### src/mat_pkg.sv
// ----------------------------------------------------------------------------
// mat_pkg
// shared types and codes for the alarm timer table: command and result
// words, operation, kind and status codes, and the sequencer states
// ----------------------------------------------------------------------------
`default_nettype none

package mat_pkg;

    // operation codes
    localparam logic [1:0] OP_TICK    = 2'd0;
    localparam logic [1:0] OP_CREATE  = 2'd1;
    localparam logic [1:0] OP_DESTROY = 2'd2;
    localparam logic [1:0] OP_RELEASE = 2'd3;

    // result kinds
    localparam logic [1:0] KIND_FIRED = 2'd0;
    localparam logic [1:0] KIND_ACK   = 2'd1;
    localparam logic [1:0] KIND_SUM   = 2'd2;

    // status codes
    localparam logic [1:0] STAT_OK       = 2'd0;
    localparam logic [1:0] STAT_FULL     = 2'd1;
    localparam logic [1:0] STAT_NOT_USED = 2'd2;

    // fire limit per tick
    localparam int MAX_FIRES  = 16;
    localparam int FIRE_CNT_W = $clog2(MAX_FIRES + 1);

    typedef struct packed {
        logic [1:0]  operation;
        logic [3:0]  slot_id;
        logic [31:0] first_delay;
        logic [31:0] repeat_interval;
        logic [7:0]  owner_id;
        logic [15:0] alarm_tag;
        logic [31:0] now_seconds;
    } mat_cmd_t;

    typedef struct packed {
        logic [1:0]  result_kind;
        logic [3:0]  slot_num;
        logic [15:0] fired_tag;
        logic [1:0]  status;
        logic [31:0] next_delay;
        logic        last_result;
    } mat_result_t;

    // control from the sequencer to the next-alarm accumulator
    typedef struct packed {
        logic clear;
        logic en;
        logic live;
    } mat_acc_ctl_t;

    typedef enum logic [2:0] {
        ST_IDLE,
        ST_SCAN,
        ST_FOLD,
        ST_ACK,
        ST_SUM
    } mat_state_t;

endpackage

`default_nettype wire

### src/mat_slot_ram.sv
// ----------------------------------------------------------------------------
// mat_slot_ram
// slot table storage: one write port, one read port, registered read data
// ----------------------------------------------------------------------------
`default_nettype none

module mat_slot_ram #(
    parameter int WIDTH = 120,
    parameter int DEPTH = 16
) (
    input  wire logic                     aclk,
    input  wire logic                     wr_en,
    input  wire logic [$clog2(DEPTH)-1:0] wr_addr,
    input  wire logic [WIDTH-1:0]         wr_data,
    input  wire logic                     rd_en,
    input  wire logic [$clog2(DEPTH)-1:0] rd_addr,
    output logic      [WIDTH-1:0]         rd_data
);

    logic [WIDTH-1:0] mem [DEPTH];

    always_ff @(posedge aclk) begin
        if (wr_en) begin
            mem[wr_addr] <= wr_data;
        end
    end

    always_ff @(posedge aclk) begin
        if (rd_en) begin
            rd_data <= mem[rd_addr];
        end
    end

endmodule

`default_nettype wire

### src/mat_next_acc.sv
// ----------------------------------------------------------------------------
// mat_next_acc
// next-alarm accumulator: folds one slot due time per cycle, while enabled, into the
// earliest future due time and an overdue flag, then forms the summary delay
// ----------------------------------------------------------------------------
`default_nettype none

module mat_next_acc #(
    parameter int TIME_BITS = 32
) (
    input  wire logic                  aclk,
    input  wire logic                  aresetn,
    input  wire mat_pkg::mat_acc_ctl_t ctl,
    input  wire logic [((TIME_BITS > 32) ? TIME_BITS : 32):0] due,
    input  wire logic [TIME_BITS-1:0]  now,
    output logic      [31:0]           next_delay
);

    import mat_pkg::*;

    localparam int SUM_W = ((TIME_BITS > 32) ? TIME_BITS : 32) + 1;

    logic             stage_en_reg;
    logic             stage_live_reg;
    logic [SUM_W-1:0] stage_due_reg;
    logic             have_min_reg;
    logic             overdue_reg;
    logic [SUM_W-1:0] min_due_reg;
    logic [SUM_W-1:0] now_ext;
    logic [SUM_W-1:0] diff;
    logic             is_overdue;
    logic             is_better;

    assign now_ext    = SUM_W'(now);
    assign is_overdue = stage_due_reg <= now_ext;
    assign is_better  = !have_min_reg || (stage_due_reg < min_due_reg);

    // one register stage in front of the fold
    always_ff @(posedge aclk) begin
        if (!aresetn || ctl.clear) begin
            stage_en_reg <= 1'b0;
        end else begin
            stage_en_reg <= ctl.en;
        end
    end

    always_ff @(posedge aclk) begin
        stage_live_reg <= ctl.live;
        stage_due_reg  <= due;
    end

    always_ff @(posedge aclk) begin
        if (!aresetn || ctl.clear) begin
            have_min_reg <= 1'b0;
            overdue_reg  <= 1'b0;
        end else if (stage_en_reg && stage_live_reg) begin
            if (is_overdue) begin
                overdue_reg <= 1'b1;
            end else if (is_better) begin
                have_min_reg <= 1'b1;
            end
        end
    end

    always_ff @(posedge aclk) begin
        if (stage_en_reg && stage_live_reg && !is_overdue && is_better) begin
            min_due_reg <= stage_due_reg;
        end
    end

    assign diff = min_due_reg - now_ext;

    always_comb begin
        if (overdue_reg) begin
            next_delay = 32'd1;
        end else if (have_min_reg) begin
            next_delay = ((diff >> 32) != '0) ? 32'hFFFF_FFFF : diff[31:0];
        end else begin
            next_delay = 32'd0;
        end
    end

endmodule

`default_nettype wire

### src/multi_alarm_timer_table.sv
// ----------------------------------------------------------------------------
// multi_alarm_timer_table
// alarm slot table with tick, create, destroy and release-owner commands,
// each command answered by fired or ack words and a closing summary word
// ----------------------------------------------------------------------------
// sequence: a command is accepted in idle, every slot is walked in turn,
//   a fold state lets the accumulator settle, a create adds its ack word,
//   then the summary word is loaded, after which a new command is taken; a
//   new word waits on an output register the sink has not yet emptied; the
//   single slot table read port walks one slot a cycle unless a fired word waits
// reset: slot valid flags clear at once, no clearing pass; table contents
//   are left as they are and only read behind a set valid flag
// ----------------------------------------------------------------------------
`default_nettype none

module multi_alarm_timer_table #(
    parameter int SLOTS     = 16,
    parameter int TIME_BITS = 32
) (
    input  wire logic                 aclk,
    input  wire logic                 aresetn,
    input  wire logic                 s_valid,
    output logic                      s_ready,
    input  wire mat_pkg::mat_cmd_t    s_data,
    output logic                      m_valid,
    input  wire logic                 m_ready,
    output mat_pkg::mat_result_t      m_data
);

    import mat_pkg::*;

    localparam int IDX_W = $clog2(SLOTS);
    localparam int CMP_W = (IDX_W > 4) ? IDX_W : 4;
    localparam int SUM_W = ((TIME_BITS > 32) ? TIME_BITS : 32) + 1;

    // slot entry layout: last time, delay, repeat, owner, tag
    localparam int TAG_LSB = 0;
    localparam int OWN_LSB = 16;
    localparam int REP_LSB = 24;
    localparam int DLY_LSB = 56;
    localparam int LST_LSB = 88;
    localparam int ENT_W   = LST_LSB + TIME_BITS;

    // sequencer and item registers
    mat_state_t             state_reg, state_next;
    mat_cmd_t               cmd_reg;
    logic [TIME_BITS-1:0]   now_reg;
    logic [IDX_W-1:0]       idx_reg;
    logic [FIRE_CNT_W-1:0]  fire_cnt_reg;
    logic                   claimed_reg;
    logic [IDX_W-1:0]       claim_idx_reg;
    logic                   found_reg;
    logic [SLOTS-1:0]       valid_reg;

    // output register
    logic                   m_valid_reg;
    mat_result_t            m_data_reg;

    // sequencer outputs
    logic                   in_scan;
    logic                   rd_en;
    logic [IDX_W-1:0]       rd_addr;
    logic                   ld_fire;
    logic                   ld_ack;
    logic                   ld_sum;

    // slot evaluation
    logic [ENT_W-1:0]       rd_data;
    logic [ENT_W-1:0]       wr_data;
    logic                   wr_en;
    logic [15:0]            e_tag;
    logic [7:0]             e_owner;
    logic [31:0]            e_rep;
    logic [31:0]            e_dly;
    logic [TIME_BITS-1:0]   e_last;
    logic                   accept;
    logic                   out_free;
    logic                   is_tick;
    logic                   is_create;
    logic                   is_destroy;
    logic                   is_release;
    logic                   slot_v;
    logic                   last_slot;
    logic                   sid_hit;
    logic [SUM_W-1:0]       fire_lhs;
    logic [SUM_W-1:0]       now_plus1;
    logic                   fire;
    logic                   claim;
    logic                   kill;
    logic                   live;
    logic                   advance;
    logic [TIME_BITS-1:0]   due_base;
    logic [31:0]            due_add;
    logic [31:0]            new_add;
    logic [SUM_W-1:0]       due;
    mat_acc_ctl_t           acc_ctl;
    logic [31:0]            sum_delay;
    logic [1:0]             sum_status;

    assign accept   = s_valid && s_ready;
    assign out_free = !m_valid_reg || m_ready;

    assign is_tick    = cmd_reg.operation == OP_TICK;
    assign is_create  = cmd_reg.operation == OP_CREATE;
    assign is_destroy = cmd_reg.operation == OP_DESTROY;
    assign is_release = cmd_reg.operation == OP_RELEASE;

    // table entry fields of the slot under evaluation
    assign e_tag   = rd_data[TAG_LSB +: 16];
    assign e_owner = rd_data[OWN_LSB +: 8];
    assign e_rep   = rd_data[REP_LSB +: 32];
    assign e_dly   = rd_data[DLY_LSB +: 32];
    assign e_last  = rd_data[LST_LSB +: TIME_BITS];

    assign slot_v    = valid_reg[idx_reg];
    assign last_slot = idx_reg == IDX_W'(SLOTS - 1);
    assign sid_hit   = CMP_W'(idx_reg) == CMP_W'(cmd_reg.slot_id);

    // due check: last + delay <= now + 1, exact sums
    assign fire_lhs  = SUM_W'(e_last) + SUM_W'(e_dly);
    assign now_plus1 = SUM_W'(now_reg) + SUM_W'(1);
    assign fire = slot_v && is_tick && (fire_cnt_reg < FIRE_CNT_W'(MAX_FIRES))
                  && (fire_lhs <= now_plus1);

    // lowest free slot is the first free one met by the walk
    assign claim = is_create && !slot_v && !claimed_reg;

    assign kill = (is_destroy && slot_v && sid_hit)
               || (is_release && slot_v && (cmd_reg.owner_id != 8'd0)
                   && (e_owner == cmd_reg.owner_id))
               || (fire && (e_rep == 32'd0));

    assign live = claim || (slot_v && !kill);

    // a fired word waits for the output register, holding the walk
    assign advance = !(fire && !out_free);

    // due time of the slot after this command has touched it
    assign new_add = (cmd_reg.first_delay != 32'd0) ? cmd_reg.first_delay
                                                    : cmd_reg.repeat_interval;

    always_comb begin
        if (fire) begin
            due_base = now_reg;
            due_add  = e_rep;
        end else if (claim) begin
            due_base = now_reg;
            due_add  = new_add;
        end else begin
            due_base = e_last;
            due_add  = (e_dly != 32'd0) ? e_dly : e_rep;
        end
    end

    assign due = SUM_W'(due_base) + SUM_W'(due_add);

    // table write-back on fire or claim
    assign wr_en = in_scan && advance && (fire || claim);

    always_comb begin
        if (claim) begin
            wr_data = {now_reg, cmd_reg.first_delay, cmd_reg.repeat_interval,
                       cmd_reg.owner_id, cmd_reg.alarm_tag};
        end else begin
            wr_data = {now_reg, e_rep, e_rep, e_owner, e_tag};
        end
    end

    mat_slot_ram #(
        .WIDTH (ENT_W),
        .DEPTH (SLOTS)
    ) u_slot_ram (
        .aclk    (aclk),
        .wr_en   (wr_en),
        .wr_addr (idx_reg),
        .wr_data (wr_data),
        .rd_en   (rd_en),
        .rd_addr (rd_addr),
        .rd_data (rd_data)
    );

    assign acc_ctl.clear = accept;
    assign acc_ctl.en    = in_scan && advance;
    assign acc_ctl.live  = live;

    mat_next_acc #(
        .TIME_BITS (TIME_BITS)
    ) u_next_acc (
        .aclk       (aclk),
        .aresetn    (aresetn),
        .ctl        (acc_ctl),
        .due        (due),
        .now        (now_reg),
        .next_delay (sum_delay)
    );

    assign sum_status = (is_destroy && !found_reg) ? STAT_NOT_USED : STAT_OK;

    // sequencer: next state
    always_comb begin
        state_next = state_reg;
        case (state_reg)
            ST_IDLE: begin
                if (accept) begin
                    state_next = ST_SCAN;
                end
            end
            ST_SCAN: begin
                if (advance && last_slot) begin
                    state_next = ST_FOLD;
                end
            end
            ST_FOLD: begin
                state_next = is_create ? ST_ACK : ST_SUM;
            end
            ST_ACK: begin
                if (out_free) begin
                    state_next = ST_SUM;
                end
            end
            ST_SUM: begin
                if (out_free) begin
                    state_next = ST_IDLE;
                end
            end
            default: begin
                state_next = ST_IDLE;
            end
        endcase
    end

    // sequencer: outputs
    always_comb begin
        s_ready = 1'b0;
        in_scan = 1'b0;
        rd_en   = 1'b0;
        rd_addr = '0;
        ld_fire = 1'b0;
        ld_ack  = 1'b0;
        ld_sum  = 1'b0;
        case (state_reg)
            ST_IDLE: begin
                s_ready = 1'b1;
                rd_en   = s_valid;
            end
            ST_SCAN: begin
                in_scan = 1'b1;
                rd_en   = advance && !last_slot;
                rd_addr = idx_reg + IDX_W'(1);
                ld_fire = fire && out_free;
            end
            ST_ACK: begin
                ld_ack = out_free;
            end
            ST_SUM: begin
                ld_sum = out_free;
            end
            default: begin
                s_ready = 1'b0;
            end
        endcase
    end

    always_ff @(posedge aclk) begin
        if (!aresetn) begin
            state_reg <= ST_IDLE;
        end else begin
            state_reg <= state_next;
        end
    end

    // command capture, now kept to the table's time width
    always_ff @(posedge aclk) begin
        if (accept) begin
            cmd_reg <= s_data;
            now_reg <= TIME_BITS'(s_data.now_seconds);
        end
    end

    // walk position and per-command flags
    always_ff @(posedge aclk) begin
        if (!aresetn) begin
            idx_reg      <= '0;
            fire_cnt_reg <= '0;
            claimed_reg  <= 1'b0;
            found_reg    <= 1'b0;
        end else if (accept) begin
            idx_reg      <= '0;
            fire_cnt_reg <= '0;
            claimed_reg  <= 1'b0;
            found_reg    <= 1'b0;
        end else if (in_scan && advance) begin
            idx_reg <= idx_reg + IDX_W'(1);
            if (fire) begin
                fire_cnt_reg <= fire_cnt_reg + FIRE_CNT_W'(1);
            end
            if (claim) begin
                claimed_reg <= 1'b1;
            end
            if (is_destroy && slot_v && sid_hit) begin
                found_reg <= 1'b1;
            end
        end
    end

    always_ff @(posedge aclk) begin
        if (in_scan && advance && claim) begin
            claim_idx_reg <= idx_reg;
        end
    end

    // slot valid flags
    always_ff @(posedge aclk) begin
        if (!aresetn) begin
            valid_reg <= '0;
        end else if (in_scan && advance) begin
            valid_reg[idx_reg] <= live;
        end
    end

    // output register
    always_ff @(posedge aclk) begin
        if (!aresetn) begin
            m_valid_reg <= 1'b0;
        end else if (ld_fire || ld_ack || ld_sum) begin
            m_valid_reg <= 1'b1;
        end else if (m_ready) begin
            m_valid_reg <= 1'b0;
        end
    end

    always_ff @(posedge aclk) begin
        if (ld_fire) begin
            m_data_reg.result_kind <= KIND_FIRED;
            m_data_reg.slot_num    <= 4'(idx_reg);
            m_data_reg.fired_tag   <= e_tag;
            m_data_reg.status      <= STAT_OK;
            m_data_reg.next_delay  <= 32'd0;
            m_data_reg.last_result <= 1'b0;
        end else if (ld_ack) begin
            m_data_reg.result_kind <= KIND_ACK;
            m_data_reg.slot_num    <= claimed_reg ? 4'(claim_idx_reg) : 4'd0;
            m_data_reg.fired_tag   <= 16'd0;
            m_data_reg.status      <= claimed_reg ? STAT_OK : STAT_FULL;
            m_data_reg.next_delay  <= 32'd0;
            m_data_reg.last_result <= 1'b0;
        end else if (ld_sum) begin
            m_data_reg.result_kind <= KIND_SUM;
            m_data_reg.slot_num    <= 4'd0;
            m_data_reg.fired_tag   <= 16'd0;
            m_data_reg.status      <= sum_status;
            m_data_reg.next_delay  <= sum_delay;
            m_data_reg.last_result <= 1'b1;
        end
    end

    assign m_valid = m_valid_reg;
    assign m_data  = m_data_reg;

    // no more fires per tick than the limit allows
    assert property (@(posedge aclk) disable iff (!aresetn)
        fire_cnt_reg <= FIRE_CNT_W'(MAX_FIRES))
        else $error("fire count beyond limit");

    // an ack word is only made for a create command
    assert property (@(posedge aclk) disable iff (!aresetn)
        (state_reg == ST_ACK) |-> is_create)
        else $error("ack state outside create");

    // a summary load presents a final word on the next cycle
    assert property (@(posedge aclk) disable iff (!aresetn)
        ld_sum |=> (m_valid && m_data.last_result && (m_data.result_kind == KIND_SUM)))
        else $error("summary word not presented");

    // one command at a time
    assert property (@(posedge aclk) disable iff (!aresetn)
        accept |=> !s_ready)
        else $error("second command taken during walk");

endmodule

`default_nettype wire

### config.mk
export PLATFORM = sky130hd
export DESIGN_NAME = multi_alarm_timer_table
export DESIGN_NICKNAME = d
export VERILOG_FILES = /design/src/mat_pkg.sv /design/src/mat_slot_ram.sv /design/src/mat_next_acc.sv /design/src/multi_alarm_timer_table.sv
export SDC_FILE = /design/constraint.sdc
export NUM_CORES = 2
export LEC_CHECK = 0
export BUFFER_PORTS_ARGS = -buffer_cell sky130_fd_sc_hd__buf_2
export CAP_MARGIN = 25
export CORE_ASPECT_RATIO = 0.7
export CORE_MARGIN = 2
export CORE_UTILIZATION = 47
export CTS_CLUSTER_DIAMETER = 60
export DETAILED_ROUTE_END_ITERATION = 8
export GPL_ROUTABILITY_DRIVEN = 0
export PLACE_DENSITY = 0.66
export SLEW_MARGIN = 20
export SYNTH_ARGS = -nofsm -noshare
export SYNTH_HDL_FRONTEND = slang
export SYNTH_SLANG_ARGS = --single-unit
### constraint.sdc
create_clock -name aclk -period 24.7 [get_ports aclk]
set_clock_uncertainty 0.2 [all_clocks]
set_input_delay 4.94 -clock aclk [delete_from_list [all_inputs] [get_ports aclk]]
set_output_delay 4.94 -clock aclk [all_outputs]
set_load 0.005 [all_outputs]
### Yosys cells after proc, flatten, opt, wreduce, memory -nomap -nowiden

Memories as Yosys holds them, arrays and structs flattened. A register that Yosys moved wholly into a read port is not among the register bits.
Cells that the tools add are included.

| cells by class | value |
|---|---|
| add/sub/neg operators | 6 |
| order comparisons | 6 |
| equality and inequality tests | 14 |
| multiplexer cells | 38 |
| bitwise gates (word level) | 2 |
| reduce and logical (&&, ||, !) cells | 62 |

Operator list:

| cell | number |
|---|---|
| 32-bit two-way mux | 9 |
| 56-bit two-way mux | 2 |
| 88-bit two-way mux | 1 |
| 32-bit by 32-bit adder with 33-bit output | 2 |
| 32-bit nonzero test | 2 |
| 55-bit two-way mux | 1 |
| 32-bit by 1-bit adder with 33-bit output, second input constant | 1 |
| 33-bit by 32-bit less-or-equal comparator with 1-bit output | 1 |
| 33-bit less-or-equal comparator | 1 |
| 33-bit < comparator | 1 |
| 33-bit by 32-bit subtractor with 33-bit output | 1 |
| 32-bit logical NOT | 1 |
| 1-bit logical AND | 25 |
| 16-bit bitwise mux | 1 |
| 3-bit two-way mux | 5 |
| 3-bit one-hot mux with 5 select lines | 1 |
| 1-bit two-way mux | 12 |
| 1-bit logical NOT | 11 |
| 1-bit logical OR | 9 |
| 8-bit equality test | 1 |
| 4-bit two-way mux | 2 |
| 2-bit != test, second input constant | 4 |
| 2-bit AND reduction | 4 |
| 8-bit nonzero test | 1 |
| other kinds (24) | 29 |

| storage, ports and cells | value |
|---|---|
| register bits after elaboration | 287 |
| bits in writable memories | 1920 |
| input bits | 130 |
| memories kept | 1 |

Memories:

| memory | depth | width | read ports | clocked after Yosys merged registers in | write ports | RTL line | text |
|---|---|---|---|---|---|---|---|
| u_slot_ram.mem | 16 | 120 | 1 | 1 | 1 | mat_slot_ram.sv:20 | `logic [WIDTH-1:0] mem [DEPTH];` |

### Longest topological paths before layout

| logic depth | value |
|---|---|
| depth in word-level cells | 11 |
| depth in mapped cells | 35 |
| mapped depth without buffers | 33 |

### Hierarchy

A second synthesis with hierarchy kept.

| unflattened totals | value |
|---|---|
| cells, all modules | 5262 |
| area total of the unflattened synthesis | 94903.5 µm² |

Modules (own cells, without submodules):

| module | instances | cells each | area an instance (µm²) |
|---|---|---|---|
| mat_slot_ram | 1 | 3066 | 75209.6 |
| multi_alarm_timer_table | 1 | 1627 | 14371.3 |
| mat_next_acc | 1 | 569 | 5322.6 |

### Least setup slack after synthesis

OpenSTA, ideal clock, no wires.

| timing | value |
|---|---|
| path kind | in2reg |
| start | in m_ready |
| end | mem u_slot_ram.mem[12][0], enable pin |
| setup time | 746 ps |
| arrival | 13754 ps |
| data required time | 23754 ps |
| slack | 10000 ps |
| stages on the path | 5 |
| path buffers | 0 |
| path through | nor2b_1 -> and3_1 -> o21ai_1 -> nand2_1 -> nor3_1 |

| on the way | value |
|---|---|
| longest elaborated chain between the ends | 8 |

Ends and longest elaborated chain:

| element | RTL line | text |
|---|---|---|
| start, declared | multi_alarm_timer_table.sv:26 | `input wire logic m_ready,` |
| 1-bit logical OR | multi_alarm_timer_table.sv:101 | `assign out_free = !m_valid_reg \|\| m_ready;` |
| 1-bit logical NOT | multi_alarm_timer_table.sv:136 | `assign advance = !(fire && !out_free);` |
| 1-bit logical AND | multi_alarm_timer_table.sv:136 |  |
| 1-bit logical NOT | multi_alarm_timer_table.sv:136 |  |
| 1-bit logical AND (2 in a row) | multi_alarm_timer_table.sv:158 | `assign wr_en = in_scan && advance && (fire \|\| claim);` |
| 1-bit two-way mux | mat_slot_ram.sv:23 | `if (wr_en) begin` |
| 1-bit two-way mux (implied by the code) | mat_slot_ram.sv:24 | `mem[wr_addr] <= wr_data;` |
| end, declared | mat_slot_ram.sv:20 |  |

No other way between the ends.

### Final worst setup path

| timing | value |
|---|---|
| start | reg now_reg[0] |
| end | reg u_next_acc.stage_due_reg[30] |

| on the way | value |
|---|---|
| longest elaborated chain between the ends | 5 |

Ends and longest elaborated chain:

| element | RTL line | text |
|---|---|---|
| start, declared | multi_alarm_timer_table.sv:47 | `logic [TIME_BITS-1:0] now_reg;` |
| start signal, assigned | multi_alarm_timer_table.sv:276 | `now_reg <= TIME_BITS'(s_data.now_seconds);` |
| 32-bit by 1-bit adder with 33-bit output | multi_alarm_timer_table.sv:121 | `assign now_plus1 = SUM_W'(now_reg) + SUM_W'(1);` |
| 33-bit less-or-equal comparator | multi_alarm_timer_table.sv:123 | `&& (fire_lhs <= now_plus1);` |
| 1-bit logical AND | multi_alarm_timer_table.sv:123 |  |
| 32-bit two-way mux | multi_alarm_timer_table.sv:143 | `if (fire) begin` |
| 32-bit by 32-bit adder with 33-bit output * | multi_alarm_timer_table.sv:155 | `assign due = SUM_W'(due_base) + SUM_W'(due_add);` |
| named net due[30] | multi_alarm_timer_table.sv:95 | `logic [SUM_W-1:0] due;` |
| end signal, assigned | mat_next_acc.sv:49 | `stage_due_reg <= due;` |
| end, declared | mat_next_acc.sv:25 | `logic [SUM_W-1:0] stage_due_reg;` |

The timed path passes the listed nets; every way through them passes the cells marked *.
A chain may end at the register's enable or synchronous reset.

==> results.md <==
* Core Footprint at 208000 um^2
* Boundary pin count at between 150 and 200
* WP data required at 25240 ps
* Slew @ Worst Pin at 1050 ps
* Clock buffer count from CTS at 224
* Post-cts sizing count at 0
* DR DRC count at 0
* Switch share at 0.293
* Min setup slack post-route at 14900 ps
* Largest fanout on the critical path at 32
* Outcome: complete, no violations
* Chip width at 551 um
* Die Ht at slightly below 400 um
* Initial drt markers at 7712
* Avg Vias per Cell at 6.10
* Die area at 213000 um^2
* Sum Neg Setup Slack at 0 ps
* Max cap viols at 0
* WS Path Type: reg2reg
* Drt wl/cell at 26.4 um
* Later-pin clock latency in the skew report at 890 ps
* Setup Buffers After CTS at 0
* Grt ovf at 0
* CP arrival at 10340 ps
* Yosys top cell by area: edfxtp_1
* Comb pwr share at 0.187
* Startpoint Class: flop
* Min Clock Period, post-route at around 9800 ps
* Clock sinks at around 2300
* Cell variety after synth at 86
* Clock tree from TritonCTS: yes
* Nets@finish at 7743
* Top cells by area, synth: edfxtp_1 68%, nand2_1 5.0%, a211oi_1 4.7%, nor2b_1 3.2%, ha_1 2.5%
* DRT Pass-1 Iters at 8
* Clock group share of total power at 0.337
* Most frequent cell after synthesis: edfxtp_1
* Mapped cell area at a little under 100000 um^2
* Register area share after synthesis at 0.700
* Rel. slew slack at 0.298
* Max incr delay on CP at 850 ps
* Pre-CTS setup slack at around 15000 ps
* Power Density at 94.5 nW/um^2
* Post-synth top area share at 0.679
* DRT Wirelength at 273000 um
* Share of cells above drive strength 1 at 0.0951
* Input/output buffers at 188
* Crit path max-delay cell type: edfxtp_1
* Clock Path Buffers at 4
* Area of placed instances at 102000 um^2
* Reg power frac at 0.476
* Antenna violations before repair at 5
* Area growth, synth to finish at 11.4%
* Fin area at 110000 um^2
* Int Pwr at 7.33 mW
* CTS root buffer: clkbuf_16
* Post-synthesis net count at 7684
* Maximum vdd ir drop at 0.0000590 V
* Yosys reg bits at 2327
* Crit share post-route at 0.397
* RSZ-0062 raised after global routing: false
* Nature of the critical path endpoint: flop
* CP dominant cell by count: ha_1
* Synth Instances at 7352
* Synth top cells by count: 2223 x edfxtp_1, 1309 x nand2_1, 612 x a211oi_1
* Final hold vios at 0
* Max Freq at 0.102 GHz
* Num rows at 140
* Leak at 36.7 nW
* Hold WC Path Type: reg2reg
* NetSw at 3.03 mW
* Synth Flop Type: edfxtp_1
* Final setup fails at 0
* H-tree depth at 4
* Synth async-reset ratio at 0
* Max reg flops at 1920
* Slew Viols, Final at 0
* Post-route ant nets at 0
* Total GRT Usage at 0.252
* EDFF count, synth at 2223
* Clock slew at reported path FFs at 60 ps
* Initial core utilization at 0.473
* DP Wirelength at 163000 um
* Global-route wire length before repair at 402000 um
* Worst R2R Setup Slack at around 15000 ps
* Synth warn at 0
* Pin count of the biggest net entering global routing at 147
* # hold bufs at CTS at 0
* Vias in the first global route at 60100
* Syn avg cell area at around 13 um^2
* Hold Slack at between 200 and 300 ps
* Via Count at 63200
## kinds of logic (layout without fill, tap and decap cells)
| logic type | after synthesis | in the layout | synth area share |
|---|---|---|---|
| AO/OA/AOI/OAI | 1866 | 1866 | 0.132 |
| XOR/XNOR | 114 | 114 | 0.0102 |
| multiplexers | 26 | 26 | 0.00328 |
| buffers and inverters | 581 | 819 | 0.0227 |
| adder cells (fa/ha/maj) | 202 | 202 | 0.0259 |
| flip-flops | 2327 | 2327 | 0.700 |
| AND/OR/NAND/NOR | 2236 | 2236 | 0.105 |
| other | 0 | 2 | 0 |
## cell usage in the layout, fill, tap and decap left out, types with 22 or more instances in the layout
master	synthesis	routed
buf_4	4	102
nor3_1	38	33
a31oi_1	250	250
dfxtp_1	104	103
clkbuf_1	440	25
o21a_1	25	25
clkbuf_16	0	226
a21oi_1	374	374
nor4_1	35	33
nand2_1	1309	1305
o2bb2ai_1	27	27
a211oi_1	612	612
nor2b_1	500	500
bufinv_16	0	26
inv_1	105	104
clkinv_1	0	39
xor2_1	22	22
and2_1	22	22
a21o_1	78	76
buf_2	22	190
nand3_1	84	84
a311oi_1	242	242
a22o_1	34	34
o21ai_0	117	117
nand4_1	45	45
edfxtp_1	2223	2223
xnor2_1	92	92
ha_1	199	199
clkinv_2	0	38
nor2_1	118	114
## power by group through the flow
stage          clock, mW  sequential [mW]  combinational (mW)
2_1_floorplan          0             4.90                1.28
3_3_place_gp           0             5.01                1.86
3_5_place_dp           0             5.01                1.89
4_1_cts             3.53             4.93                1.90
5_1_grt             3.68             4.94                2.12
6_report            3.49             4.93                1.94
## final timing paths
kind,startpoint,to,depth (start not counted)
max,now_reg[0],u_next_acc.stage_due_reg[30],28
max reg2reg,now_reg[0],u_next_acc.stage_due_reg[30],28
min,valid_reg[3],valid_reg[3],2
min reg2reg,valid_reg[3],valid_reg[3],2
## final cells by class
cell class | instances | area [um^2]
Clock inverter | 144 | 1490
Clock buffer | 261 | 5890
Inverter | 105 | 399
Timing Repair Buffer | 309 | 2060
Sequential cell | 2327 | 68800
Tap cell | 2769 | 3460
Antenna cell | 2 | 5.00
Fill cell | 17000 | 98400
Multi-Input combinational cell | 4444 | 27400
## critical path, delay by kind of cell (launching register included)
family | cells | cell delay [ps]
adder cells (fa/ha/maj) | 4 | 1390
AO/OA/AOI/OAI | 11 | 3420
buffers and inverters | 1 | 270
flip-flops | 1 | 850
AND/OR/NAND/NOR | 10 | 3290
XOR/XNOR | 2 | 200
## metrics by stage
stage,power [mW],cells,util
detailed placement,6.90,9951,0.491
floorplan,6.19,7352,-
global route,10.7,10400,0.527
global placement,6.87,9945,0.491
finish,10.4,10400,0.527
CTS,10.4,10400,0.527
## metal layers
metal	vias up	part of all wire	track usage	wire (um)
met3	485	0.089	0.0414	24200
met4	4	0.038	0.0910	10500
met5	-	0.000099	0	27
met1	31500	0.43	0.366	117000
li1	28300	-	-	-
met2	2975	0.45	0.382	122000
No activity file was read; power rests on OpenSTA's default activity.
